[src/rtl/core/rbd_ram.sv]
// ----------------------------------------------------------------------------
// rbd_ram
// Generic simple dual-port RAM with one write port and one registered read
// port. Read data holds while the read enable is low.
// ----------------------------------------------------------------------------
module rbd_ram #(
  parameter int WIDTH = 8,
  parameter int DEPTH = 16
) (
  input  logic                     clk,
  input  logic                     we,
  input  logic [$clog2(DEPTH)-1:0] waddr,
  input  logic [WIDTH-1:0]         wdata,
  input  logic                     re,
  input  logic [$clog2(DEPTH)-1:0] raddr,
  output logic [WIDTH-1:0]         rdata
);

  logic [WIDTH-1:0] mem [DEPTH];

  always_ff @(posedge clk) begin
    if (we) begin
      mem[waddr] <= wdata;
    end
    if (re) begin
      rdata <= mem[raddr];
    end
  end

endmodule

[config.mk]
export PLATFORM = sky130hd
export DESIGN_NAME = rbd_ram
export DESIGN_NICKNAME = d
export VERILOG_FILES = /design/src/rtl/core/rbd_ram.sv
export SDC_FILE = /design/constraint.sdc
export NUM_CORES = 1
export LEC_CHECK = 0
export BUFFER_PORTS_ARGS = -buffer_cell sky130_fd_sc_hd__buf_2
export CAP_MARGIN = 40
export CORE_MARGIN = 2
export CORE_UTILIZATION = 49
export CTS_CLUSTER_DIAMETER = 100
export DETAILED_ROUTE_END_ITERATION = 8
export PLACE_DENSITY = 0.67
export SLEW_MARGIN = 20
export SYNTH_ARGS = -nofsm -noshare
export SYNTH_HDL_FRONTEND = slang
export SYNTH_SLANG_ARGS = --single-unit
export TNS_END_PERCENT = 1
[constraint.sdc]
create_clock -name clk -period 1.8 [get_ports clk]
set_clock_uncertainty 0.2 [all_clocks]
set_input_delay 0.18 -clock clk [delete_from_list [all_inputs] [get_ports clk]]
set_output_delay 0.18 -clock clk [all_outputs]
set_load 0.05 [all_outputs]
# Word-level counts from Yosys, hierarchy flattened
# Memory sizes are Yosys's and may differ from the RTL's. A register that Yosys moved wholly into a read port is not among the register bits.
# Cells that the tools add are included.
# op_classes
n_mux,2
# op_table
op,count
1-bit two-way mux,2
# totals
reg_bits,0
ram_bits,128
inputBits,19
output_inout_bits,8
n_memories,1
# memory_table
memory,depth,width,rd,rd_clocked_by_memory_dff,wr,line,rtl
mem,16,8,1,1,1,19,logic [WIDTH-1:0] mem [DEPTH];

# Longest topological paths before layout
# Gate-level depths: netlist (run 1).
# depth
depth_word,2
mapped_depth,5
depth_no_buf,3

# Least setup slack after synthesis (run 1)
# Ideal clock, no wire load.
# synth_timing
path_kind,input to register
from,input waddr[2]
to,"memory mem[0][0], enable pin"
arrival_time_ns,1.290
path_slack_ns,-0.073
stages,2
path_buffers,0
path_cell_list,or3b_2 nor3_1
# synth_rtl
element,line,rtl
"start, declared",12,"input logic [$clog2(DEPTH)-1:0] waddr,"
"end, declared",19,
# No word-level cell before the write port.

# Worst setup path after layout (run 1)
# layout_timing
from,input waddr[0]
to,"memory mem[0][4], enable pin"
# No word-level cell before the write port.

==> flow_summary_export.csv, run 1 <==
group,metric,value,unit
detailed_routing,via_per_inst,5.49,
sta,fmax,0.568,GHz
detailed_routing,drcViolationCount,0,
clocking,clk_pin_slew,0.06,ns
flow_run,drv_cap,0,
sta,fin_crit,1.76,ns
clocking,cts-root-buf,"clkbuf_8",
detailed_routing,wl_met1,4020,µm
clocking,cts_buffers,17,
synthesis,yosysTopAreaCell,"edfxtp_1",
die,num_rows,37,
grt,antenna_found_initial,0,
detailed_routing,drtIter0Drc,143,
critical_path,cpPeakStageDelay,0.57,ns
synthesis,syn_area,5230,µm²
sta,fin_crit_sh,0.978,
critical_path,cp.arrival,1.78,ns
detailed_routing,wl_met3,627,µm
detailed_routing,vias,2467,
die,io_pins,27,
sta,worst_slew_pin_slew,0.393,ns
synthesis,synth_cell_types,18,
synthesis,synth_area_leaders,"edfxtp_1 78%, mux4_2 7.8%, mux4_1 7.0%",
sta,hold_violations,0,
sta,relSlewSlack,0.738,
synthesis,synth_nets,248,
clocking,clk_latency,0.52,ns
critical_path,cp-end-kind,"flip-flop",
die,die_w,107,µm
detailed_routing,drt-total-wl,9620,µm
critical_path,path_max_fanout,8,
synthesis,synth.avg_cell_area,22.8,µm²
outcome,outcome,"complete, no violations",
synthesis,syn_inst,229,
finish,layout_common_cells,"136 x edfxtp_1, 26 x buf_2, 22 x buf_4",
detailed_routing,dr_wl_met2,4830,µm
clocking,cts_tree,"done",
synthesis,synth_seq_cells,136,
detailed_routing,dr.pass1.iters,4,
detailed_routing,wl_per_cell,21.4,µm
grt,gr-usage-all-layers,0.185,
pwr,vdd_ir_drop_max,0.524,mV
clocking,htreeDepth,4,
critical_path,path_buf_inv,4,
placement,place_inst,406,
placement,hpwl,6110,µm
sta,rsz0062_at_grt,"no",
die,core_area,10300,µm²
finish,layout_commonest_cell,"edfxtp_1",
finish,final_nets,319,
die,die-area,11500,µm²
critical_path,crit_type,"in2reg",
placement,place_congestion,0.725,
grt,grt-ovfl-total,0,
critical_path,worst_path_most_repeated_cell,"dlygate4sd3_1",
synthesis,ys.warnings.count,0,
detailed_routing,final_antenna_net_count,0,
critical_path,critPathRequiredTime,1.82,ns
finish,area_growth,21.1,%
grt,grt_pass1_vias,2501,
clocking,clk_path_buf_depth,2,
finish,stdcell_count,449,
die,initial_core_util,0.506,
critical_path,path_cells,"dlygate4sd3_1 -> buf_2 -> nor3_2 -> dlygate4sd3_1 -> buf_4",
sta,drv_slew,0,
sta,setup_viol,0,
grt,grt_max_degree,18,
pwr,p_total,0.00714,W
detailed_routing,topRoutingLayerUsed,"met4",
finish,drive_gt1_frac,0.316,
placement,port-buffer-count,26,
pwr,p_leak,2.16,nW
critical_path,critPathLaunchType,"primary input",
synthesis,ys_seq_area_frac,0.781,
synthesis,synth_top_area_frac,0.781,
finish,n_antenna_cell,0,
pwr,power_density,1130,nW/µm²
grt,grt_pass1_wl,14400,µm
clocking,cts_sinks,136,
critical_path,slowest_stage,"dlygate4sd3_1",
die,die_h,107,µm
critical_path,cpLargestDelayFamily,"buffers and inverters",
hold_path,hold_class,"in2reg",
-- registers in the layout (all words and copies together) (netlist names) --
register and cells:
mem 128, rdata 8
-- worst paths after layout --
path         startpoint        end  slack (ns)  depth (start not counted)
max            waddr[0]  mem[0][4]        0.04                          5
max reg2reg   mem[2][5]   rdata[5]        0.10                          3
min reg2reg   mem[8][3]   rdata[3]        0.56                          3
min            waddr[1]  mem[8][1]        0.03                          3
-- what timing repair did --
action,4_1_cts,5_1_grt
buffers inserted,0,0
hold buffers,11,0
resized for setup,0,0
endpoints found under the hold margin,144,0
-- cell usage after synthesis --
library cell     number
edfxtp_1            136
buf_6                 3
a22oi_1              16
clkdlybuf4s25_2       3
mux4_1               14
nor3_1                4
buf_4                 1
nand3_1               1
nor2_1               13
and2_1                1
nand2b_1              2
nand3b_1              2
buf_2                 3
nor2b_1               1
and2b_1               1
nand2_1               9
or3b_2                1
mux4_2               18
-- final cells by class --
class | count | area (µm²)
Multi-Input combinational cell | 83 | 1060
Timing Repair Buffer | 62 | 465
Sequential cell | 136 | 4080
Tap cell | 136 | 170
Clock inverter | 15 | 136
Fill cell | 709 | 3990
Clock buffer | 17 | 414
-- cell families (layout without fill, tap and decap cells) --
family	count (synthesis)	in the layout	synth area share
DFF	136	136	0.781
muxes	32	32	0.148
buffers and inverters	10	94	0.0165
and+or+nand+nor	35	35	0.0314
AOI/OAI and AO/OA	16	16	0.0230
-- tightest hold or removal path, stage by stage --
cell    delay, ns
buf_2        0.14
nor3_1       0.07
buf_4        0.18
-- metal layers --
metal | track usage | vias up
met5 | 0 | -
met1 | 0.250 | 1237
met2 | 0.285 | 87
li1 | - | 1132
met3 | 0.0569 | 11
met4 | 0.0751 | 0
-- where the power goes --
group | switching [W] | total, W | internal, W
clock network | 0.00121 | 0.00315 | 0.00194
registers | 0.0000181 | 0.00359 | 0.00357
logic | 0.000236 | 0.000402 | 0.000166
total | 0.00147 | 0.00714 | 0.00567
-- through the flow --
stage	setup slack [ns]	hold slack [ns]	instance area (µm²)	TNS (ns)	util
after CTS	0.101	0.00676	6330	0	0.613
after global routing	0.0222	0.0368	6330	0	0.613
final	0.0402	0.0286	6330	0	0.613
after detailed placement	-0.153	0.368	5670	-0.802	0.549
after floorplan	0.138	0.0789	5230	0	-
after global placement	-0.146	0.364	5670	-0.740	0.549
Power figures use the tool's default switching activity.
==> run 2, diff against run 1 <==
- BUFFER_PORTS_ARGS: -buffer_cell sky130_fd_sc_hd__buf_2 -> unset
- CORE_UTILIZATION: 49 -> 50
- DONT_BUFFER_PORTS: unset -> 1
- PLACE_DENSITY: 0.67 -> 0.66
==> run 2 against run 1 <==
The flow now finishes with violations (negative hold slack). Total power is 1.5% higher. Sequential share of layout area is 1.2 points higher. Largest power group unchanged. Utilization is 0.53 points lower. Wire length is 4.7% higher. Largest cell class unchanged. Sequential power is 2% higher. Critical endpoint is now mem[4][7]. Cell area is 1.8% lower. Hold slack worse by 0.14 ns. Via count is 0.20% higher.
==> flow_summary_export.csv, run 2 (synthesis results as in run 1) <==
group,metric,value,unit
clocking,cts_buffers,17,
pwr,p_clk_frac,0.457,
flow_run,drv_cap,0,
finish,area_growth,19.0,%
sta,rsz0062_at_grt,"no",
outcome,violations,"negative hold slack",
sta,whs,-0.111,ns
grt,gr-usage-met1,0.279,
pwr,power_frac_seq,0.503,
critical_path,critPathLaunchType,"primary input",
finish,drive_gt1_frac,0.244,
clocking,cts_sinks,136,
finish,layout_commonest_cell,"edfxtp_1",
sta,relSlewSlack,0.620,
critical_path,r2r-end,"rdata[0]",
pwr,p_sw,0.00145,W
sta,setup_viol,0,
sta,tns,0,ns
pwr,p_leak,2.08,nW
die,die_w,106,µm
detailed_routing,dr.pass1.iters,4,
sta,fin_crit,1.71,ns
finish,largest_reg_flops,128,
placement,place_inst,376,
hold_path,hold_class,"in2reg",
sta,fmax,0.583,GHz
grt,gr-usage-all-layers,0.200,
critical_path,r2r_start,"mem[5][0]",
hold_path,min_from,"raddr[0]",
detailed_routing,drt-total-wl,10100,µm
sta,fin_crit_sh,0.952,
die,io_pins,27,
finish,final_nets,294,
grt,grt-busiest-layer,"met2",
critical_path,rr_worst_depth,3,
detailed_routing,vias,2472,
critical_path,cp.arrival,1.74,ns
sta,hold_violations,8,
critical_path,crit_type,"in2reg",
grt,grt_max_degree,33,
finish,reg_top3,"mem x128, rdata x8",
clocking,htreeDepth,4,
critical_path,critPathRequiredTime,1.82,ns
pwr,switching_share,0.200,
placement,place_congestion,0.705,
finish,regMostFlops,"mem",
finish,stdcell_count,423,
critical_path,regToRegSetupSlack,0.14,ns
grt,grt_pass1_vias,2594,
grt,use_met2,0.296,
critical_path,cpPeakStageDelay,0.62,ns
pwr,power_density,1160,nW/µm²
sta,worst_slew_pin_slew,0.568,ns
finish,multiInputGateArea,1060,µm²
die,initial_core_util,0.511,
placement,hpwl,6050,µm
finish,layout_common_cells,"136 x edfxtp_1, 21 x buf_4, 18 x mux4_2",
sta,drv_slew,0,
die,die-area,11300,µm²
pwr,combPwrFrac,0.040,
critical_path,path_cells,"dlygate4sd3_1 -> nor3_1 -> dlygate4sd3_1 -> buf_4",
detailed_routing,drtIter0Drc,227,
hold_path,whs_path_depth,3,
clocking,cts_tree,"done",
critical_path,path_max_fanout,8,
detailed_routing,via_per_inst,5.84,
grt,antenna_found_initial,0,
die,num_rows,37,
clocking,clk_pin_slew,0.06,ns
critical_path,cp-end-kind,"flip-flop",
clocking,clk_latency,0.51,ns
critical_path,slowest_stage,"dlygate4sd3_1",
finish,regArea,4080,µm²
die,die_h,106,µm
detailed_routing,drcViolationCount,0,
outcome,outcome,"finished with violations",
hold_path,min_to,"rdata[1]",
clocking,holdBufCountCts,16,
pwr,vdd_ir_drop_max,0.691,mV
pwr,intPower,0.00579,W
clocking,clk_path_buf_depth,2,
placement,port-buffer-count,0,
finish,n_fill_cell,692,
finish,n_antenna_cell,0,
grt,grtUsageMet3,0.0540,
detailed_routing,wl_per_cell,23.8,µm
clocking,cts-root-buf,"clkbuf_8",
critical_path,worst_path_most_repeated_cell,"dlygate4sd3_1",
grt,grt_pass1_wl,15600,µm
detailed_routing,final_antenna_net_count,0,
grt,grt-ovfl-total,0,
die,core_area,10200,µm²
## run 2: final cells by class
cell class / instances / area share
clock inverter: 13 / 0.0251
tap: 136 / 0.0274
timing repair buffer: 37 / 0.0531
multi-input combinational: 83 / 0.171
clock buffer: 18 / 0.0672
sequential: 136 / 0.656
## run 2: how the worst max path moves through the flow
stage / cells past startpoint / endpoint / slack, ns / from
3_3_place_gp: 3 / rdata[0] / 0.17 / mem[1][0]
6_report: 4 / mem[4][7] / 0.09 / waddr[0]
4_1_cts: 4 / mem[4][7] / 0.07 / waddr[1]
2_1_floorplan: 5 / rdata[1] / 0.14 / raddr[0]
3_5_place_dp: 3 / rdata[0] / 0.15 / mem[4][0]
5_1_grt: 5 / mem[6][1] / 0.01 / waddr[2]
## run 2: per-stage QoR
step | utilization | total power, W | hold WS [ns] | setup slack [ns] | area (µm²)
4_1_cts | 0.608 | 0.00729 | -0.126 | 0.0693 | 6220
6_report | 0.608 | 0.00725 | -0.111 | 0.0859 | 6220
2_1_floorplan | - | 0.00388 | 0.0789 | 0.138 | 5230
5_1_grt | 0.608 | 0.00747 | -0.109 | 0.0108 | 6220
3_5_place_dp | 0.535 | 0.00391 | 0.0794 | 0.150 | 5470
3_3_place_gp | 0.535 | 0.00391 | 0.0795 | 0.165 | 5470
## run 2: layer usage
metal | up-vias | wire (µm)
li1 | 1073 | -
met1 | 1274 | 4330
met2 | 107 | 4760
met3 | 18 | 701
met4 | 0 | 282
met5 | - | 0
## run 2: what timing repair did
| item | in CTS | in global routing |
|---|---|---|
| endpoints found under the hold margin | 216 | 8 |
| endpoints found under the setup margin | 0 | 8 |
| resized for setup | 0 | 1 |
| setup buffers | 0 | 0 |
## run 2: power groups by stage
| stage | clock network [W] | logic, W | registers [W] |
|---|---|---|---|
| after floorplan | 0 | 0.000180 | 0.00370 |
| final | 0.00331 | 0.000288 | 0.00365 |
| after CTS | 0.00335 | 0.000290 | 0.00365 |
| after global routing | 0.00351 | 0.000309 | 0.00365 |
| after detailed placement | 0 | 0.000202 | 0.00371 |
| after global placement | 0 | 0.000199 | 0.00371 |
## run 2: worst max-delay path, delay by kind of cell
kind | cells | cell delay, ns
buffers and inverters | 3 | 1.38
and+or+nand+nor | 1 | 0.18
==> run 3, diff against run 2 <==
--- a/config.mk
+++ b/config.mk
@@ -7,2 +7,3 @@
 export LEC_CHECK = 0
+export ABC_CLOCK_PERIOD_IN_PS = 1800
 export CAP_MARGIN = 40
@@ -13,2 +14,3 @@
 export DONT_BUFFER_PORTS = 1
+export MAX_ROUTING_LAYER = met4
 export PLACE_DENSITY = 0.66
==> constraint.sdc (replaced) <==
create_clock -name clk -period 1.8 [get_ports clk]
set_clock_uncertainty 0.2 [all_clocks]
set_input_delay 0.09 -clock clk [delete_from_list [all_inputs] [get_ports clk]]
set_output_delay 0.09 -clock clk [all_outputs]
set_load 0.05 [all_outputs]
==> run 3 against run 2 <==
The run still ends with negative hold slack left. Largest power group unchanged. Wire length fell by 0.64%. Non-clock buffer count rose by 1. Register-to-register slack got worse by 0.08 ns. First-iteration DRC count fell by 19%. Sequential share of layout area rose by 0.32 points. Via count fell by 1.9%. Hold slack got worse by 0.10 ns. Sequential power barely moved. Highest routed layer unchanged.
==> flow_summary_export.csv, run 3 (synthesis results as in run 1) <==
group,metric,value,unit
critical_path,r2r_start,"mem[8][2]",
outcome,outcome,"finished with violations",
placement,dpl_cell_area,5480,µm²
clocking,clk_latency,0.52,ns
critical_path,critPathLaunchType,"primary input",
grt,antenna_found_initial,0,
placement,hpwl,6150,µm
detailed_routing,drcViolationCount,0,
hold_path,hold_class,"in2reg",
clocking,cts-root-buf,"clkbuf_8",
finish,regMostFlops,"mem",
critical_path,worst_path_most_repeated_cell,"dlygate4sd3_1",
die,initial_core_util,0.511,
clocking,cts_setup_buffers,0,
detailed_routing,drt-total-wl,10000,µm
clocking,htreeDepth,4,
placement,place_congestion,0.759,
flow_run,drv_cap,0,
die,num_rows,37,
critical_path,cp.arrival,1.77,ns
pwr,p_total,0.00704,W
critical_path,cpPeakStageDelay,0.58,ns
critical_path,critPathRequiredTime,1.83,ns
finish,layout_common_cells,"136 x edfxtp_1, 21 x buf_4, 18 x mux4_2",
clocking,holdBufCountCts,17,
detailed_routing,via_per_inst,5.71,
placement,port-buffer-count,0,
clocking,cts_buffers,17,
pwr,p_leak,2.06,nW
pwr,vdd_ir_drop_max,0.549,mV
pwr,power_density,1140,nW/µm²
sta,relSlewSlack,0.600,
grt,grt_pass1_wl,15300,µm
sta,worst_slew_pin_slew,0.598,ns
die,io_pins,27,
clocking,clk_pin_slew,0.06,ns
critical_path,cp-end-kind,"flip-flop",
placement,preCtsSetupSlack,0.0993,ns
detailed_routing,drtIter0Drc,184,
sta,fin_crit,1.74,ns
critical_path,path_max_fanout,8,
hold_path,min_from,"raddr[0]",
grt,grt_max_degree,33,
clocking,clk_path_buf_depth,2,
finish,largest_reg_flops,128,
critical_path,crit_type,"in2reg",
clocking,cts_tree,"done",
detailed_routing,dr.pass1.iters,4,
outcome,violations,"negative hold slack",
finish,drive_gt1_frac,0.235,
detailed_routing,final_antenna_net_count,0,
detailed_routing,wl_per_cell,23.5,µm
critical_path,path_cells,"dlygate4sd3_1 -> nand3b_1 -> nor3_2 -> dlygate4sd3_1 -> buf_6",
die,die-area,11300,µm²
critical_path,slowest_stage,"dlygate4sd3_1",
sta,hold_violations,40,
finish,reg_top3,"mem x128, rdata x8",
finish,n_antenna_cell,0,
sta,rsz0062_at_grt,"no",
critical_path,critPathLaunch,"waddr[3]",
die,die_h,106,µm
sta,drv_slew,0,
sta,worst_slack,0.0555,ns
finish,final_nets,295,
sta,whs,-0.214,ns
sta,fin_crit_sh,0.969,
grt,grt_pass1_vias,2506,
finish,layout_commonest_cell,"edfxtp_1",
clocking,cts_sinks,136,
finish,area_growth,18.4,%
sta,setup_viol,0,
sta,tns,0,ns
die,die_w,106,µm
die,core_area,10200,µm²
finish,post-route-cell-area,6190,µm²
sta,fmax,0.573,GHz
detailed_routing,vias,2425,
grt,grt-ovfl-total,0,
grt,gr-usage-all-layers,0.204,
[run 3: path summary, 6_finish.rpt]
path / endpoint / slack [ns] / cells after the start
hold reg to reg: rdata[4] / 0.54 / 3
hold / removal: rdata[4] / -0.21 / 3
setup / recovery: mem[4][2] / 0.06 / 5
setup reg to reg: rdata[2] / 0.06 / 3
[run 3: critical path, delay by kind of cell]
kind                   cells  cell delay [ns]
buffers and inverters      3             1.30
and+or+nand+nor            2             0.39
[run 3: timing repair]
action | CTS | global route
endpoints found under the setup margin | 0 | 32
gates resized for setup | 0 | 2
endpoints found under the hold margin | 272 | 8
[run 3: power by group]
group,switching [W],internal [W]
clock network,0.00117,0.00194
logic,0.000156,0.000137
registers,0.0000735,0.00357
[run 3: final cells by class]
class | instances | area (µm²)
Tap cell | 136 | 170
Multi-Input combinational cell | 83 | 1060
Timing Repair Buffer | 38 | 339
Fill cell | 706 | 4040
Clock inverter | 11 | 106
Sequential cell | 136 | 4080
Clock buffer | 21 | 429
[run 3: per-stage QoR]
step | instances | utilization | hold WS [ns]
after CTS | 426 | 0.605 | -0.245
after global routing | 425 | 0.605 | -0.214
after floorplan | 229 | - | -0.0111
after global placement | 377 | 0.535 | -0.0104
final | 425 | 0.605 | -0.214
after detailed placement | 377 | 0.535 | -0.0105
[run 3: routing by layer]
layer | part of all wire | vias up | wire length (µm) | GRT usage
li1 | - | 1077 | - | -
met1 | 0.45 | 1259 | 4550 | 0.282
met2 | 0.48 | 72 | 4810 | 0.290
met3 | 0.045 | 17 | 455 | 0.0607
met4 | 0.020 | 0 | 196 | 0.0789
met5 | 0 | - | 0 | -
